$ cat config.mk
export PLATFORM = sky130hd
export DESIGN_NAME = gpio_port_with_edge_level_irq
export DESIGN_NICKNAME = d
export VERILOG_FILES = /design/src/hw/rtl/gpio_pkg.sv /design/src/hw/rtl/gpio_lane.sv /design/src/hw/rtl/gpio_regs.sv /design/src/hw/rtl/gpio_port_with_edge_level_irq.sv
export SDC_FILE = /design/constraint.sdc
export NUM_CORES = 1
export LEC_CHECK = 0
export ABC_AREA = 0
export BUFFER_PORTS_ARGS = -buffer_cell sky130_fd_sc_hd__clkbuf_2
export CAP_MARGIN = 20
export CORE_UTILIZATION = 60
export DETAILED_ROUTE_END_ITERATION = 8
export GPL_TIMING_DRIVEN = 0
export MAX_ROUTING_LAYER = met4
export PLACE_DENSITY_LB_ADDON = 0.25
export SLEW_MARGIN = 20
export SYNTH_ARGS = -nofsm -noshare
export SYNTH_HDL_FRONTEND = slang
export SYNTH_SLANG_ARGS = --single-unit
$ cat constraint.sdc
create_clock -name clk -period 6.3 [get_ports clk]
set_input_delay 1.26 -clock clk [delete_from_list [all_inputs] [get_ports clk]]
set_output_delay 1.26 -clock clk [all_outputs]
set_load 0.03 [all_outputs]
$ cat src/hw/rtl/gpio_pkg.sv
`timescale 1ns / 1ps

package gpio_pkg;

    // Fixed widths of the port
    localparam int DATA_W    = 32;
    localparam int HALF_PINS = 16;
    localparam int PIN_COUNT_DEFAULT = 32;

    // Request types
    localparam logic [1:0] REQ_TICK  = 2'd0;
    localparam logic [1:0] REQ_READ  = 2'd1;
    localparam logic [1:0] REQ_WRITE = 2'd2;

    // Register indexes
    localparam logic [2:0] REG_DR       = 3'd0;
    localparam logic [2:0] REG_GDIR     = 3'd1;
    localparam logic [2:0] REG_PSR      = 3'd2;
    localparam logic [2:0] REG_ICR1     = 3'd3;
    localparam logic [2:0] REG_ICR2     = 3'd4;
    localparam logic [2:0] REG_IMR      = 3'd5;
    localparam logic [2:0] REG_ISR      = 3'd6;
    localparam logic [2:0] REG_EDGE_SEL = 3'd7;

    // Interrupt condition codes
    localparam logic [1:0] ICR_LOW_LEVEL  = 2'd0;
    localparam logic [1:0] ICR_HIGH_LEVEL = 2'd1;
    localparam logic [1:0] ICR_RISE       = 2'd2;
    localparam logic [1:0] ICR_FALL       = 2'd3;

    typedef struct packed {
        logic [1:0]        req_type;
        logic [2:0]        reg_index;
        logic [DATA_W-1:0] write_data;
        logic [DATA_W-1:0] pad_levels;
    } req_t;

    typedef struct packed {
        logic [DATA_W-1:0] read_data;
        logic [DATA_W-1:0] pad_out;
        logic [DATA_W-1:0] pad_drive_enable;
        logic              irq_low_half;
        logic              irq_high_half;
    } rsp_t;

    // Register access decoded from one request
    typedef struct packed {
        logic              rd_en;
        logic              wr_en;
        logic [2:0]        idx;
        logic [DATA_W-1:0] wdata;
    } access_t;

endpackage

$ cat src/hw/rtl/gpio_lane.sv
`timescale 1ns / 1ps

module gpio_lane
(
    input  logic       now,
    input  logic       was,
    input  logic [1:0] code,
    input  logic       both_edge,
    output logic       hit
);

    // Evaluate one pin's trigger condition
    always_comb
    begin
        case (code)
            gpio_pkg::ICR_LOW_LEVEL:  hit = !now;
            gpio_pkg::ICR_HIGH_LEVEL: hit = now;
            gpio_pkg::ICR_RISE:       hit = !was && now;
            gpio_pkg::ICR_FALL:       hit = was && !now;
            default:                  hit = 1'b0;
        endcase
        // Either-edge select overrides the code
        if (both_edge)
        begin
            hit = (now != was);
        end
    end

endmodule

$ cat src/hw/rtl/gpio_regs.sv
`timescale 1ns / 1ps

module gpio_regs
#(
    parameter int PIN_COUNT = gpio_pkg::PIN_COUNT_DEFAULT
)
(
    input  logic                        clk,
    input  logic                        rst_n,
    input  logic                        advance,
    input  gpio_pkg::access_t           acc,
    input  logic [PIN_COUNT-1:0]        pads,
    input  logic [PIN_COUNT-1:0]        hits,
    output logic [gpio_pkg::DATA_W-1:0] icr_low,
    output logic [gpio_pkg::DATA_W-1:0] icr_high,
    output logic [PIN_COUNT-1:0]        any_edge,
    output logic [PIN_COUNT-1:0]        last_pads,
    output logic [gpio_pkg::DATA_W-1:0] rd_data,
    output logic [PIN_COUNT-1:0]        data_next,
    output logic [PIN_COUNT-1:0]        dir_next,
    output logic                        irq_lo_next,
    output logic                        irq_hi_next
);

    localparam int W = gpio_pkg::DATA_W;

    logic [PIN_COUNT-1:0] data_reg,   data_next_int;
    logic [PIN_COUNT-1:0] dir_reg,    dir_next_int;
    logic [W-1:0]         icr_lo_reg, icr_lo_next;
    logic [W-1:0]         icr_hi_reg, icr_hi_next;
    logic [PIN_COUNT-1:0] mask_reg,   mask_next;
    logic [PIN_COUNT-1:0] status_reg, status_next;
    logic [PIN_COUNT-1:0] edge_reg,   edge_next;
    logic [PIN_COUNT-1:0] last_pads_reg;
    logic [PIN_COUNT-1:0] clr;
    logic [PIN_COUNT-1:0] wmask;
    logic [W-1:0]         pend;

    assign wmask = acc.wdata[PIN_COUNT-1:0];

    // Read the registers as they stand before this request
    always_comb
    begin
        rd_data = '0;
        if (acc.rd_en)
        begin
            case (acc.idx)
                gpio_pkg::REG_DR:
                    rd_data = W'((data_reg & dir_reg) | (pads & ~dir_reg));
                gpio_pkg::REG_GDIR:     rd_data = W'(dir_reg);
                gpio_pkg::REG_PSR:      rd_data = W'(pads);
                gpio_pkg::REG_ICR1:     rd_data = icr_lo_reg;
                gpio_pkg::REG_ICR2:     rd_data = icr_hi_reg;
                gpio_pkg::REG_IMR:      rd_data = W'(mask_reg);
                gpio_pkg::REG_ISR:      rd_data = W'(status_reg);
                default:                rd_data = W'(edge_reg);
            endcase
        end
    end

    // Apply the write, then merge lane hits into status (a hit beats a clear)
    always_comb
    begin
        data_next_int = data_reg;
        dir_next_int  = dir_reg;
        icr_lo_next   = icr_lo_reg;
        icr_hi_next   = icr_hi_reg;
        mask_next     = mask_reg;
        edge_next     = edge_reg;
        clr           = '0;
        if (acc.wr_en)
        begin
            case (acc.idx)
                gpio_pkg::REG_DR:   data_next_int = wmask;
                gpio_pkg::REG_GDIR: dir_next_int  = wmask;
                gpio_pkg::REG_PSR:  ;
                gpio_pkg::REG_ICR1: icr_lo_next   = acc.wdata;
                gpio_pkg::REG_ICR2: icr_hi_next   = acc.wdata;
                gpio_pkg::REG_IMR:  mask_next     = wmask;
                gpio_pkg::REG_ISR:  clr           = wmask;
                default:            edge_next     = wmask;
            endcase
        end
        status_next = (status_reg & ~clr) | hits;
        pend        = W'(status_next & mask_next);
    end

    assign data_next   = data_next_int;
    assign dir_next    = dir_next_int;
    assign irq_lo_next = |pend[gpio_pkg::HALF_PINS-1:0];
    assign irq_hi_next = |pend[W-1:gpio_pkg::HALF_PINS];
    assign icr_low     = icr_lo_reg;
    assign icr_high    = icr_hi_reg;
    assign any_edge    = edge_reg;
    assign last_pads   = last_pads_reg;

    // Advance the register state once per accepted request
    always_ff @(posedge clk or negedge rst_n)
    begin
        if (!rst_n)
        begin
            data_reg      <= '0;
            dir_reg       <= '0;
            icr_lo_reg    <= '0;
            icr_hi_reg    <= '0;
            mask_reg      <= '0;
            status_reg    <= '0;
            edge_reg      <= '0;
            last_pads_reg <= '0;
        end
        else if (advance)
        begin
            data_reg      <= data_next_int;
            dir_reg       <= dir_next_int;
            icr_lo_reg    <= icr_lo_next;
            icr_hi_reg    <= icr_hi_next;
            mask_reg      <= mask_next;
            status_reg    <= status_next;
            edge_reg      <= edge_next;
            last_pads_reg <= pads;
        end
    end

    // A detection always lands in status, even under a clear
    a_hit_wins: assert property (@(posedge clk) disable iff (!rst_n)
        advance |=> ((status_reg & $past(hits)) == $past(hits)))
        else $error("status lost a detection");

    // Status only gains bits from lane hits
    a_no_spurious: assert property (@(posedge clk) disable iff (!rst_n)
        advance |=> ((status_reg & ~$past(status_reg | hits)) == '0))
        else $error("status bit set without a hit");

    // Status holds between requests
    a_status_hold: assert property (@(posedge clk) disable iff (!rst_n)
        !advance |=> $stable(status_reg))
        else $error("status changed while idle");

endmodule

$ cat src/hw/rtl/gpio_port_with_edge_level_irq.sv
`timescale 1ns / 1ps

// 32-pin GPIO port with level and edge interrupt detection.
// Request channel (req_valid/req_ready/req): each request carries one pad
// sample plus an optional register read or write (DR, GDIR, PSR, ICR1,
// ICR2, IMR, ISR, EDGE_SEL). Send one request per clock to track the pads.
// Response channel (rsp_valid/rsp_ready/rsp): exactly one response per
// request, in order: read data, pad outputs, drive enables and the two
// interrupt lines (pins 0-15, pins 16-31) as they stand after the request.
// The response is registered: it is valid in the cycle after the request. Throughput:
// one request per cycle while responses are taken; the per-pin detector lanes
// and the register update are combinational ahead of the response register.
// A stalled receiver keeps its response in the response register; a new
// request is still taken in the same cycle the held response is taken, and
// otherwise req_ready drops until it is.
// Reset clears the port registers and the previous pad sample to zero: all pins
// are inputs, all interrupts masked, no response pending.
module gpio_port_with_edge_level_irq
#(
    parameter int PIN_COUNT = gpio_pkg::PIN_COUNT_DEFAULT
)
(
    input  logic           clk,
    input  logic           rst_n,
    input  logic           req_valid,
    output logic           req_ready,
    input  gpio_pkg::req_t req,
    output logic           rsp_valid,
    input  logic           rsp_ready,
    output gpio_pkg::rsp_t rsp
);

    localparam int W = gpio_pkg::DATA_W;

    logic                 accept;
    gpio_pkg::access_t    acc;
    logic [PIN_COUNT-1:0] pads;
    logic [PIN_COUNT-1:0] hits;
    logic [W-1:0]         icr_low;
    logic [W-1:0]         icr_high;
    logic [2*W-1:0]       icr_all;
    logic [PIN_COUNT-1:0] any_edge;
    logic [PIN_COUNT-1:0] last_pads;
    logic [W-1:0]         rd_data;
    logic [PIN_COUNT-1:0] data_next;
    logic [PIN_COUNT-1:0] dir_next;
    logic                 irq_lo_next;
    logic                 irq_hi_next;
    logic                 rsp_valid_reg;
    gpio_pkg::rsp_t       rsp_reg;

    // Take a request whenever the response register is free or draining
    assign req_ready = !rsp_valid_reg || rsp_ready;
    assign accept    = req_valid && req_ready;

    // Decode the register access
    assign acc.rd_en = (req.req_type == gpio_pkg::REQ_READ);
    assign acc.wr_en = (req.req_type == gpio_pkg::REQ_WRITE);
    assign acc.idx   = req.reg_index;
    assign acc.wdata = req.write_data;

    assign pads    = req.pad_levels[PIN_COUNT-1:0];
    assign icr_all = {icr_high, icr_low};

    // One detector lane per implemented pin
    for (genvar i = 0; i < PIN_COUNT; i++)
    begin : g_lane
        gpio_lane u_lane
        (
            .now       (pads[i]),
            .was       (last_pads[i]),
            .code      (icr_all[2*i +: 2]),
            .both_edge (any_edge[i]),
            .hit       (hits[i])
        );
    end

    // Register file and status merge
    gpio_regs #(
        .PIN_COUNT (PIN_COUNT)
    ) u_regs (
        .clk         (clk),
        .rst_n       (rst_n),
        .advance     (accept),
        .acc         (acc),
        .pads        (pads),
        .hits        (hits),
        .icr_low     (icr_low),
        .icr_high    (icr_high),
        .any_edge    (any_edge),
        .last_pads   (last_pads),
        .rd_data     (rd_data),
        .data_next   (data_next),
        .dir_next    (dir_next),
        .irq_lo_next (irq_lo_next),
        .irq_hi_next (irq_hi_next)
    );

    // Hold the response valid until taken
    always_ff @(posedge clk or negedge rst_n)
    begin
        if (!rst_n)
        begin
            rsp_valid_reg <= 1'b0;
        end
        else if (accept)
        begin
            rsp_valid_reg <= 1'b1;
        end
        else if (rsp_ready)
        begin
            rsp_valid_reg <= 1'b0;
        end
    end

    // Load the response payload on accept
    always_ff @(posedge clk)
    begin
        if (accept)
        begin
            rsp_reg.read_data        <= rd_data;
            rsp_reg.pad_out          <= W'(data_next);
            rsp_reg.pad_drive_enable <= W'(dir_next);
            rsp_reg.irq_low_half     <= irq_lo_next;
            rsp_reg.irq_high_half    <= irq_hi_next;
        end
    end

    assign rsp_valid = rsp_valid_reg;
    assign rsp       = rsp_reg;

    // Every accepted request leaves a response pending
    a_rsp_follows: assert property (@(posedge clk) disable iff (!rst_n)
        accept |=> rsp_valid)
        else $error("accepted request produced no response");

endmodule

# After elaboration in Yosys (flattened, before gate mapping)
# Index checks and enable logic that the tools add are counted.
# Widths: inputs -> output; s select.
# totals
register_bits,355
latch_bits,0
ram_bits,0
mem_bits_ro,0
out_inout_bits,100
n_memories,0
# classes
add_sub_neg,0
mul,0
div_mod_pow,0
order_cmp,0
n_eq_ne,136
n_shift,0
n_mux,75
n_bitwise,9
reduce_logical,171
# op_table
op,count
$mux 32,8
$pmux 32 s7,1
$eq 2x2->1 const B,65
$and 32x32->32,4
$pmux 1 s4,32
$eq 2x1->1 const B,33
$logic_and 1x1->1,65
$logic_not 1->1,65
$logic_not 2->1,32
$not 32->32,2
$or 32x32->32,2
$mux 1,34
$ne 1x1->1,32
$reduce_or 16->1,2
$eq 3x3->1 const B,3
$reduce_and 3->1,3
$reduce_or 7->1,1
$eq 3x2->1 const B,2
$eq 3x1->1 const B,1
$logic_not 3->1,1
$reduce_bool 2->1,1
$logic_or 1x1->1,1
$not 1->1,1

# Longest topological paths before layout
# depth
ltp_word,8
mapped_depth,10
mapped_depth_nobuf,8

# Hierarchy
# Synthesis repeated with hierarchy kept, for this count alone.
# hier_totals
cells_unflattened,1621
hier_area_um2,19194.7
# by_module_without_submodules
module,n_inst,cells_each,area_per_inst_um2,seq_area_each_um2
gpio_regs,1,1197,13703.1,6406.1
gpio_port_with_edge_level_irq,1,104,3009.1,2967.8
gpio_lane,32,10,77.6,0.0

# Worst setup path before layout
# OpenSTA, ideal clock, no wires.
# synth_path
path_kind,input to register
from,input rsp_ready
to,"register rsp_reg, in the netlist rsp[0], enable pin"
setup_time_ns,0.500
arrival_ns,5.266
required_ns,5.800
slack_ns,0.534
path_stages,6
n_path_buf,3
path_cell_list,nand2b_1 > nand2_1 > inv_1 > clkbuf_1 > clkbuf_1 > buf_1
# synth_via
elab_chain_cells,2
# synth_lines
element,line,rtl
from (decl),gpio_port_with_edge_level_irq.sv:29,"input logic rsp_ready,"
$logic_or 1x1->1,gpio_port_with_edge_level_irq.sv:53,assign req_ready = !rsp_valid_reg || rsp_ready;
$logic_and 1x1->1,gpio_port_with_edge_level_irq.sv:54,assign accept = req_valid && req_ready;
named net accept,gpio_port_with_edge_level_irq.sv:35,logic accept;
to (decl),gpio_port_with_edge_level_irq.sv:50,gpio_pkg::rsp_t rsp_reg;
# The timed path passes the listed nets, and every way through them passes these cells.
# A chain may end at the register's enable or synchronous reset.

# Worst setup path in the final report
# layout_path
from,input rsp_ready
to,"register rsp_reg, in the netlist rsp[43], enable pin"
# The elaborated chain is that of the path after synthesis.

==> metrics.txt <==
outcome finished, final reports clean; CTS tree built; Final Hold Fails 0; most frequent cell after synthesis nand2_1; CORE AREA 0.0305 mm²; final setup fails 0; Die H 178 µm; min cycle time layout 3940 ps; total grt overflow 0; global-route wire length before repair 93.7 mm; Core Util, Final 70.2%; die area 0.0317 mm²; Syn Nets 1944; fin area 0.0214 mm²; largest net degree at the start of global routing 70; final antenna-violating net count 0; top post-synthesis cells by area dfrtp_1 (35%), edfxtp_1 (16%), mux2_2 (9.8%); clk buf depth 3; Ports 173; Hold WC Path Type reg -> reg; # port buffers 171; fin crit share 62.6%; ys flop type dfrtp_1; area post-placement 0.0201 mm²; clk_lat worst skew 540 ps; Req. time, crit path 6530 ps; Slew @ Worst Pin 1040 ps; H-tree depth 2; clock-pin slew on the worst setup and hold paths 60 ps; DR DRC count 0; register area 0.00937 mm²; maximum VDD drop 0.000223 V; register bit total from synthesis 355; Worst setup EP type flop; Multi-input gate area 0.00836 mm²; top sig layer met4; Initial Utilization 60.9%; power density cells 322 mW/mm²; final slew viol count 0; Syn Inst Count 1807; routed wl met3 6.20 mm; row count 64; cts bufs inserted 40; Starting DRT DRC Count 1755; sequential area share after synthesis 50.4%; Total Power 6.89 mW; initial antenna violation count 1; Total Nets Final 2163; die width 178 µm; crit path kind in -> reg; fin cells 2455; Post-synth top cells nand2_1 (349), dfrtp_1 (257), o21ai_0 (172), mux2_2 (161), inv_1 (119); wire per inst 25.8 µm; Vias 15612; layout cells sized above 1 20.6%; top cell type's share of synthesized area 34.6%; crit-path max FO 36; DR pass1 iterations 6; Placed Instances 2380; slew margin rel. 30.8%; vias in the first global route 15163; Tot GR Track Use 42.1%; final wirelength 63.2 mm; Synth warnings 0; Resize count post-CTS 0; fmax 254 MHz; Clock Skews 18.9 ps; max reg flops 98; Mapped Avg Cell Area 10.3 µm²; WL met1 25.1 mm; Critical Path Source Type primary input; Yosys cell types 48; Max Cap Viol 0; fin worst setup slack 2360 ps; synthesized area 0.0186 mm²; Layout area overhead 15.2%; via/cell ratio 6.36; leakage 10.0 nW; number of synthesized flops with an enable pin 98; Synth area leader dfrtp_1; root buf cell clkbuf_16; RSZ-0062 raised after global routing false; dpl ws 1930 ps; async set or reset register ratio after synthesis 72.4%; WL met2 28.4 mm; DP Wirelength 44.3 mm; Clock Sinks 355; fillers 2296; number of buffers inserted by hold repair at cts 0; WP data arrival 4170 ps; Final GP Congestion 0.981; post-CTS setup repair buffer count 0
==> cell type report <==
cell class / count / area share (%)
tap: 396 / 2.31
antenna: 1 / 0.0117
clock inverter: 15 / 0.637
timing repair buffer: 177 / 4.74
inverter: 120 / 2.10
multi-input combinational: 1234 / 39.1
clock buffer: 59 / 5.50
sequential: 355 / 43.8
buffer: 98 / 1.86
==> placed cells by master, fill, tap and decap left out, types with 7 or more instances in the layout <==
| cell | Yosys | routed |
|---|---|---|
| a211oi_1 | 24 | 24 |
| a21oi_1 | 70 | 70 |
| a221oi_1 | 23 | 23 |
| buf_1 | 14 | 13 |
| buf_2 | 20 | 21 |
| clkbuf_1 | 63 | 76 |
| clkbuf_16 | 0 | 44 |
| clkbuf_2 | 0 | 170 |
| dfrtp_1 | 257 | 257 |
| edfxtp_1 | 98 | 98 |
| ha_1 | 64 | 64 |
| inv_1 | 119 | 119 |
| mux2_1 | 43 | 43 |
| mux2_2 | 161 | 161 |
| mux2i_1 | 76 | 76 |
| nand2_1 | 349 | 349 |
| nand2b_1 | 13 | 13 |
| nand3_1 | 12 | 12 |
| nor2_1 | 55 | 55 |
| nor2b_1 | 34 | 34 |
| nor3b_1 | 7 | 7 |
| o21ai_0 | 172 | 172 |
| o22ai_1 | 36 | 36 |
| or3_1 | 18 | 18 |
| xor2_1 | 23 | 23 |
==> critical path: stages <==
cell	delay, ps
clkbuf_2	70
nand2b_1	130
nand2_1	160
inv_1	150
clkbuf_1	600
clkbuf_1	710
buf_2	580
buf_16	230
buf_12	230
==> power by group <==
group	internal, mW	total, mW	leakage, nW	switching [mW]
registers	2.78	3.14	4.26	0.361
clock network	1.38	2.34	0.637	0.954
logic	0.570	1.42	5.13	0.850
==> path summary, 6_finish.rpt <==
path / slack [ps] / endpoint / start / cells after the start
worst max-delay path: 2360 / rsp[43] / rsp_ready / 9
worst min-delay path: 490 / u_regs.data_reg[6] / u_regs.data_reg[6] / 2
worst max register to register: 2810 / rsp[43] / rsp_valid / 8
worst min register to register: 490 / u_regs.data_reg[6] / u_regs.data_reg[6] / 2
max in group asynchronous: 4480 / u_regs.data_reg[6] / rst_n / 3
min in group asynchronous: 690 / u_regs.data_reg[27] / rst_n / 1
==> metal layers <==
| metal | vias up | GRT usage (%) |
|---|---|---|
| li1 | 6760 | - |
| met4 | 0 | 22.3 |
| met5 | - | - |
| met2 | 916 | 62.0 |
| met3 | 217 | 9.29 |
| met1 | 7719 | 54.3 |
==> metrics by stage <==
stage / hold slack [ps] / setup TNS (ps)
6_report: 494 / 0
5_1_grt: 507 / 0
4_1_cts: 496 / 0
3_5_place_dp: 482 / 0
3_3_place_gp: 466 / -538490
2_1_floorplan: 454 / 0
==> logic make-up after synthesis <==
family,after synthesis,synth area share [%]
muxes,282,16.7
xor gates and xnor gates,23,1.08
adders and majority gates,64,4.31
buffers and inverters,218,4.56
DFF,355,50.4
and+or+nand+nor,500,11.4
AOI/OAI and AO/OA,365,11.5
(Power assumes the default switching activity.)
